==> config.mk <==
export PLATFORM = sky130hd
export DESIGN_NAME = bounded_key_set_fifo_evict_top
export DESIGN_NICKNAME = d
export VERILOG_FILES = /design/src/design/bksf_pkg.sv /design/src/design/bksf_cell.sv /design/src/design/bounded_key_set_fifo_evict_top.sv
export SDC_FILE = /design/constraint.sdc
export NUM_CORES = 1
export LEC_CHECK = 0
export BUFFER_PORTS_ARGS = -buffer_cell sky130_fd_sc_hd__buf_4
export CORE_ASPECT_RATIO = 1.5
export CORE_MARGIN = 3
export CORE_UTILIZATION = 51
export DETAILED_ROUTE_END_ITERATION = 8
export GPL_TIMING_DRIVEN = 0
export PLACE_DENSITY = 0.68
export SLEW_MARGIN = 20
export SYNTH_ARGS = -nofsm -noshare
export SYNTH_HDL_FRONTEND = slang
export SYNTH_HIERARCHICAL = 1
export SYNTH_SLANG_ARGS = --single-unit
==> constraint.sdc <==
create_clock -name clk -period 12.4 [get_ports clk]
set_input_delay 1.24 -clock clk [delete_from_list [all_inputs] [get_ports clk]]
set_output_delay 1.24 -clock clk [all_outputs]
set_load 0.01 [all_outputs]
==> src/design/bksf_pkg.sv <==
package bksf_pkg;

  localparam int ENTRIES = 8;
  localparam int CNT_W   = $clog2(ENTRIES + 1);
  localparam int RD_N    = (ENTRIES < 8) ? ENTRIES : 8;
  localparam int CMP_W   = (CNT_W > 3) ? CNT_W : 3;

  localparam logic [1:0] KIND_QUERY = 2'd0;
  localparam logic [1:0] KIND_PIN   = 2'd1;
  localparam logic [1:0] KIND_UNPIN = 2'd2;
  localparam logic [1:0] KIND_READ  = 2'd3;

  typedef struct packed {
    logic [1:0]  kind;
    logic [63:0] key;
    logic [2:0]  index;
  } req_t;

  typedef struct packed {
    logic        found;
    logic [2:0]  position;
    logic [3:0]  entry_count;
    logic [63:0] entry_key;
    logic        changed;
    logic        evicted;
  } rsp_t;

  // per-cycle commands broadcast along the cell row
  typedef struct packed {
    logic pin_new;
    logic unpin;
    logic evict;
  } cell_cmd_t;

endpackage

==> src/design/bksf_cell.sv <==
module bksf_cell (
  input  logic                clk,
  input  bksf_pkg::cell_cmd_t cmd,
  input  logic [63:0]         probe_key,
  input  logic                live,
  input  logic                tail,
  input  logic                chain_in,
  input  logic [63:0]         right_key,
  output logic                match,
  output logic                chain_out,
  output logic [63:0]         stored
);
  import bksf_pkg::*;

  logic [63:0] key;
  logic [63:0] key_next;
  logic        shift;
  logic        load;

  assign match     = live && (key == probe_key);
  assign chain_out = chain_in | match;
  assign stored    = key;

  // unpin closes the gap from the matching slot upward; eviction moves everything
  assign shift = cmd.evict | (cmd.unpin & chain_out);
  assign load  = cmd.pin_new & ~cmd.evict & tail;

  always_comb begin
    key_next = key;
    if (load) begin
      key_next = probe_key;
    end else if (shift) begin
      key_next = right_key;
    end
  end

  always_ff @(posedge clk) begin
    key <= key_next;
  end

endmodule

==> src/design/bounded_key_set_fifo_evict_top.sv <==
// a request is held in item; its response registers when the output side can take it
// no new request is taken until the current one has moved its response to the output
// all slots compare in parallel and shift by one cell in the same cycle
// reset empties the list (count cleared); slot keys are left as they are
module bounded_key_set_fifo_evict_top (
  input  logic           clk,
  input  logic           rst,
  input  logic           req_valid,
  output logic           req_ready,
  input  bksf_pkg::req_t req,
  output logic           rsp_valid,
  input  logic           rsp_ready,
  output bksf_pkg::rsp_t rsp
);
  import bksf_pkg::*;

  logic               busy;
  req_t               item;
  logic [CNT_W-1:0]   count;
  logic [CNT_W-1:0]   count_next;
  logic               fire;

  logic [ENTRIES-1:0] match;
  logic [ENTRIES:0]   chain;
  logic [63:0]        stored [ENTRIES];
  logic [ENTRIES-1:0] live;
  logic [ENTRIES-1:0] tail;
  cell_cmd_t          cmd;

  logic               hit;
  logic               full;
  logic               is_pin;
  logic               is_unpin;
  logic               is_read;
  logic               rd_ok;
  logic [2:0]         hit_pos;
  logic [63:0]        rd_key;
  rsp_t               rsp_next;

  assign req_ready = ~busy;
  assign fire      = busy & (~rsp_valid | rsp_ready);

  assign is_pin   = item.kind == KIND_PIN;
  assign is_unpin = item.kind == KIND_UNPIN;
  assign is_read  = item.kind == KIND_READ;

  assign hit  = chain[ENTRIES];
  assign full = count == CNT_W'(ENTRIES);

  assign cmd.pin_new = fire & is_pin & ~hit;
  assign cmd.unpin   = fire & is_unpin & hit;
  assign cmd.evict   = fire & is_pin & ~hit & full;

  assign chain[0] = 1'b0;

  for (genvar i = 0; i < ENTRIES; i++) begin : g_cell
    logic [63:0] rkey;
    assign live[i] = CNT_W'(i) < count;
    assign tail[i] = CNT_W'(i) == count;
    if (i == ENTRIES - 1) begin : g_last
      // the last cell takes the new key when everything moves down
      assign rkey = item.key;
    end else begin : g_mid
      assign rkey = stored[i+1];
    end
    bksf_cell u_cell (
      .clk       (clk),
      .cmd       (cmd),
      .probe_key (item.key),
      .live      (live[i]),
      .tail      (tail[i]),
      .chain_in  (chain[i]),
      .right_key (rkey),
      .match     (match[i]),
      .chain_out (chain[i+1]),
      .stored    (stored[i])
    );
  end

  always_comb begin
    hit_pos = '0;
    for (int i = 0; i < ENTRIES; i++) begin
      if (match[i]) begin
        hit_pos = hit_pos | 3'(i);
      end
    end
  end

  assign rd_ok = CMP_W'(item.index) < CMP_W'(count);

  always_comb begin
    rd_key = '0;
    for (int i = 0; i < RD_N; i++) begin
      if (item.index == 3'(i)) begin
        rd_key = stored[i];
      end
    end
  end

  always_comb begin
    count_next = count;
    if (cmd.pin_new && !full) begin
      count_next = count + CNT_W'(1);
    end else if (cmd.unpin) begin
      count_next = count - CNT_W'(1);
    end
  end

  always_comb begin
    rsp_next.found       = is_read ? rd_ok : hit;
    rsp_next.position    = is_read ? 3'd0 : hit_pos;
    rsp_next.entry_count = 4'(count_next);
    rsp_next.entry_key   = (is_read && rd_ok) ? rd_key : 64'd0;
    rsp_next.changed     = cmd.pin_new | cmd.unpin;
    rsp_next.evicted     = cmd.evict;
    if (cmd.pin_new) begin
      rsp_next.position = full ? 3'(ENTRIES - 1) : 3'(count);
    end
  end

  always_ff @(posedge clk) begin
    if (rst) begin
      busy      <= 1'b0;
      rsp_valid <= 1'b0;
      count     <= '0;
    end else begin
      if (req_valid && req_ready) begin
        busy <= 1'b1;
      end else if (fire) begin
        busy <= 1'b0;
      end
      if (fire) begin
        rsp_valid <= 1'b1;
      end else if (rsp_ready) begin
        rsp_valid <= 1'b0;
      end
      count <= count_next;
    end
  end

  always_ff @(posedge clk) begin
    if (req_valid && req_ready) begin
      item <= req;
    end
    if (fire) begin
      rsp <= rsp_next;
    end
  end

endmodule

# Word level (Yosys, flattened, before mapping)
# Index checks and enable logic that the tools add are counted.
# word_totals
inputBits,73
output_inout_bits,76
register_bits,661
# op_classes
muxes,41
n_reduce_logical,24
n_bitwise,44
n_eq_ne,26
add_sub_neg,2
n_lt_le_gt_ge,9
# op_table
cell,n
$mux W64,24
$eq A64 B64 Y1,8
$and A1 B1 Y1,23
$mux W3,7
$reduce_bool A2 Y1,10
$or A1 B1 Y1,17
$eq A3 B4 Y1 const A,4
$lt A3 B4 Y1 const A,4
$eq A3 B3 Y1 const B,4
$logic_and A1 B1 Y1,11
$eq A2 B4 Y1 const A,2
$lt A1 B4 Y1 const A,2
$lt A2 B4 Y1 const A,2
$mux W4,2
$eq A3 B2 Y1 const B,2
$mux W1,6
$add A4 B1 Y4 const B,1
$eq A1 B4 Y1 const A,1
$eq A2 B2 Y1 const B,2
$eq A4 B4 Y1 const B,1
$logic_not A4 Y1,1
$lt A3 B4 Y1,1
$mux W2,2
$not A1 Y1,4
other kinds (5),5

# Logic depth before layout (Yosys ltp)
# depth
word_depth,16
ltp_mapped,23
ltp_nobuf,20

# Modules after synthesis
# The synthesis kept the hierarchy.
# modules_own_cells
mod,area_per_inst_um2,seq_area_each_um2,cells_per_inst,instances
bksf_cell,3743.6,1921.8,283,8
bounded_key_set_fifo_evict_top,9307.7,4414.2,857,1

# Least setup slack after synthesis
# Ideal clock, no wire load.
# synth_timing
kind,reg2reg
startpoint,reg item (netlist bit g_cell[7].rkey[33])
endpoint,reg g_cell[0].u_cell.key[0] (enable)
setup_time_ps,494
path_stages_with_launch,18
arrival_ps,6253
path_buffers,0
setup_slack_ps,5653
period_less_slack_ps,6747
cell_sequence,edfxtp_1 > nand2b_1 > nand4_1 > nor4_1 > nand3_1 > o21bai_1 > o21bai_1 > o21bai_1 > o21bai_1 > o21bai_1 > o21bai_1 > o21bai_1 > o21bai_1 > nor2b_1 > nand4_1 > inv_1 > nand4_1 > o21ai_1
# synth_rtl
element,line_no,text
start: declaration,bounded_key_set_fifo_evict_top.sv:18,req_t item;
start signal: assignment,bounded_key_set_fifo_evict_top.sv:143,item <= req;
end signal: assignment,bksf_cell.sv:38,key <= key_next;
end: declaration,bksf_cell.sv:15,logic [63:0] key;

==> results.json <==
{
  "die_y_um": 344.8,
  "synth_area_um2": 39030,
  "rsz0062_at_grt": "false",
  "gp_congestion": 1.122,
  "fin_cells": 4421,
  "status": "complete, no violations",
  "hpwl_mm": 143.7,
  "fmax_mhz": 124.2,
  "power.leakage_nw": 15.10,
  "worstMarginPinSlew_ns": 1.307,
  "p_per_area_nw_per_um2": 123.4,
  "drive_gt1_frac": 0.3040,
  "vias": 31630,
  "cts_max_level": 3,
  "irDropWorstVdd_uv": 128.3,
  "grt_pass1_vias": 30800,
  "grt_antenna_before_repair": 15,
  "design.core.area_um2": 75410,
  "finalClockSkew_ns": 0.04221,
  "clock_sinks": 661,
  "max_cap_viol_count": 0,
  "ctsResizeCount": 0,
  "cts_tree": "built",
  "worstPathArrival_ns": 8.40,
  "wirelength_mm": 182.7,
  "combinationalPowerShare": 0.111,
  "hold_viol": 0,
  "post_cts_buffers": 0,
  "clk_latency_ns": 0.66,
  "syn_inst": 3090,
  "fin_crit_sh": 0.6494,
  "die_area_um2": 79950,
  "cts_hold_buf": 0,
  "drv_slew": 0,
  "overflow": 0,
  "wl_per_cell_um": 41.31,
  "clk_pin_slew_ns": 0.06,
  "die_w_um": 231.9,
  "start_util": 0.5176,
  "clockRootBuffer": "clkbuf_16",
  "numCtsBuffers": 70,
  "grt_max_degree": 47,
  "intPower_mw": 4.080,
  "seqPwrFrac": 0.468,
  "io_pins": 149,
  "drc_errors": 0,
  "place_inst": 4281,
  "timing.final.ws_setup_ns": 4.348,
  "switching_share": 0.2689,
  "worstPathMaxFanout": 21,
  "ys_warn_count": 6,
  "grt_pass1_wl_mm": 245.8,
  "period_minus_slack_ns": 8.052,
  "cts_buffer_depth": 3,
  "setup_viol": 0,
  "drt.antenna.violating_nets": 0,
  "vias_per_cell": 7.155,
  "finalSetupTns_ns": 0,
  "power_switching_mw": 1.500,
  "p_clk_frac": 0.421,
  "end_kind": "flop",
  "pre_cts_slack_ns": 4.782,
  "syn2layout_area_growth_pct": 15.87,
  "syn_area_per_cell_um2": 12.63,
  "first_pass_iters": 6,
  "dr.first_iter.drc_count": 4696,
  "fp-row-count": 123,
  "track_usage": 0.4500,
  "cp-start-kind": "flop",
  "crit_type": "reg -> reg",
  "portBuffers": 148,
  "fin_nets": 3440,
  "worst_hold_path_type": "reg -> reg",
  "max_slew_margin": 0.1289,
  "cp.required_ns": 12.75
}
==> through the flow <==
step	utilization	total power, mW	cell area (µm²)	hold WS (ns)
floorplan	-	2.913	39030	0.5239
global placement	0.5489	3.215	41400	0.5291
detailed placement	0.5644	3.232	42560	0.6036
CTS	0.5977	5.546	45070	0.6098
global route	0.5996	5.669	45220	0.6406
finish	0.5997	5.580	45230	0.6104
==> worst max-delay path, cell delays in order (launching register included) <==
cell	delay [ns]
edfxtp_1	0.66
xnor2_1	0.97
nand4_1	0.35
nor4_1	0.42
nand3_1	0.39
o21bai_1	0.37
o21bai_1	0.21
o21bai_1	0.22
o21bai_1	0.23
o21bai_1	0.22
o21bai_1	0.17
o21bai_1	0.44
nor2b_1	0.21
nand4_1	0.27
inv_1	0.87
nand4_1	0.29
o21ai_4	0.76
buf_16	0.25
buf_16	0.18
buf_16	0.19
==> final cells by class <==
class                           count  area, µm²
Inverter                           12      45.04
Multi-Input combinational cell   2277      18600
Clock buffer                       84       1877
Buffer                            141      713.2
Clock inverter                     45      634.4
Sequential cell                   661      19790
Timing Repair Buffer              198       2310
Tap cell                         1000       1251
Fill cell                        6059      30180
Antenna cell                        3      7.507
==> per-layer routing <==
layer / global-route usage / share of wire / wire length (µm) / vias up
li1: - / - / - / 12640
met1: 0.5076 / 0.33 / 59920 / 15580
met5: 0 / 0.00028 / 52 / -
met3: 0.1388 / 0.12 / 21980 / 763
met2: 0.6970 / 0.44 / 81130 / 2645
met4: 0.3796 / 0.11 / 19570 / 8
==> cell usage in the layout, fill, tap and decap left out, types with 7 or more instances in the layout <==
cell type,count
a21oi_1,68
a221oi_1,10
a22oi_1,114
buf_16,35
buf_2,97
buf_4,160
buf_8,13
bufinv_16,13
clkbuf_1,36
clkbuf_16,72
clkinv_1,9
clkinv_2,10
edfxtp_1,655
inv_1,10
mux2_2,570
mux2i_1,20
nand2_1,35
nand2b_1,289
nand3_1,60
nand3b_1,14
nand4_1,287
nand4_4,7
nor2_1,86
nor3_1,23
nor3_2,7
nor4_1,46
nor4_2,7
nor4_4,7
o211a_1,57
o211ai_1,68
o21ai_4,8
o21bai_1,9
o2bb2ai_1,7
or3_1,57
xnor2_1,374
==> path summary, 6_finish.rpt <==
kind,from,end,slack [ns],cells past startpoint
worst max-delay path,g_cell[7].rkey[6],g_cell[7].u_cell/stored[2],4.35,19
worst min register to register,busy,busy,0.61,2
worst min-delay path,busy,busy,0.61,2
worst max register to register,g_cell[7].rkey[6],g_cell[7].u_cell/stored[2],4.35,19
==> registers in the layout (all words and copies together), names as in the netlist <==
name,cells
busy,1
g_cell.u_cell/stored,512
g_cell.rkey,64
item,5
rsp,74
count,4
rsp_valid,1
==> power by group through the flow <==
stage | clock network [mW] | logic [mW] | registers [mW]
floorplan | 0 | 0.294 | 2.62
global placement | 0 | 0.537 | 2.68
detailed placement | 0 | 0.571 | 2.66
CTS | 2.36 | 0.574 | 2.61
global route | 2.43 | 0.626 | 2.61
finish | 2.35 | 0.619 | 2.61
(Power assumes the default switching activity.)
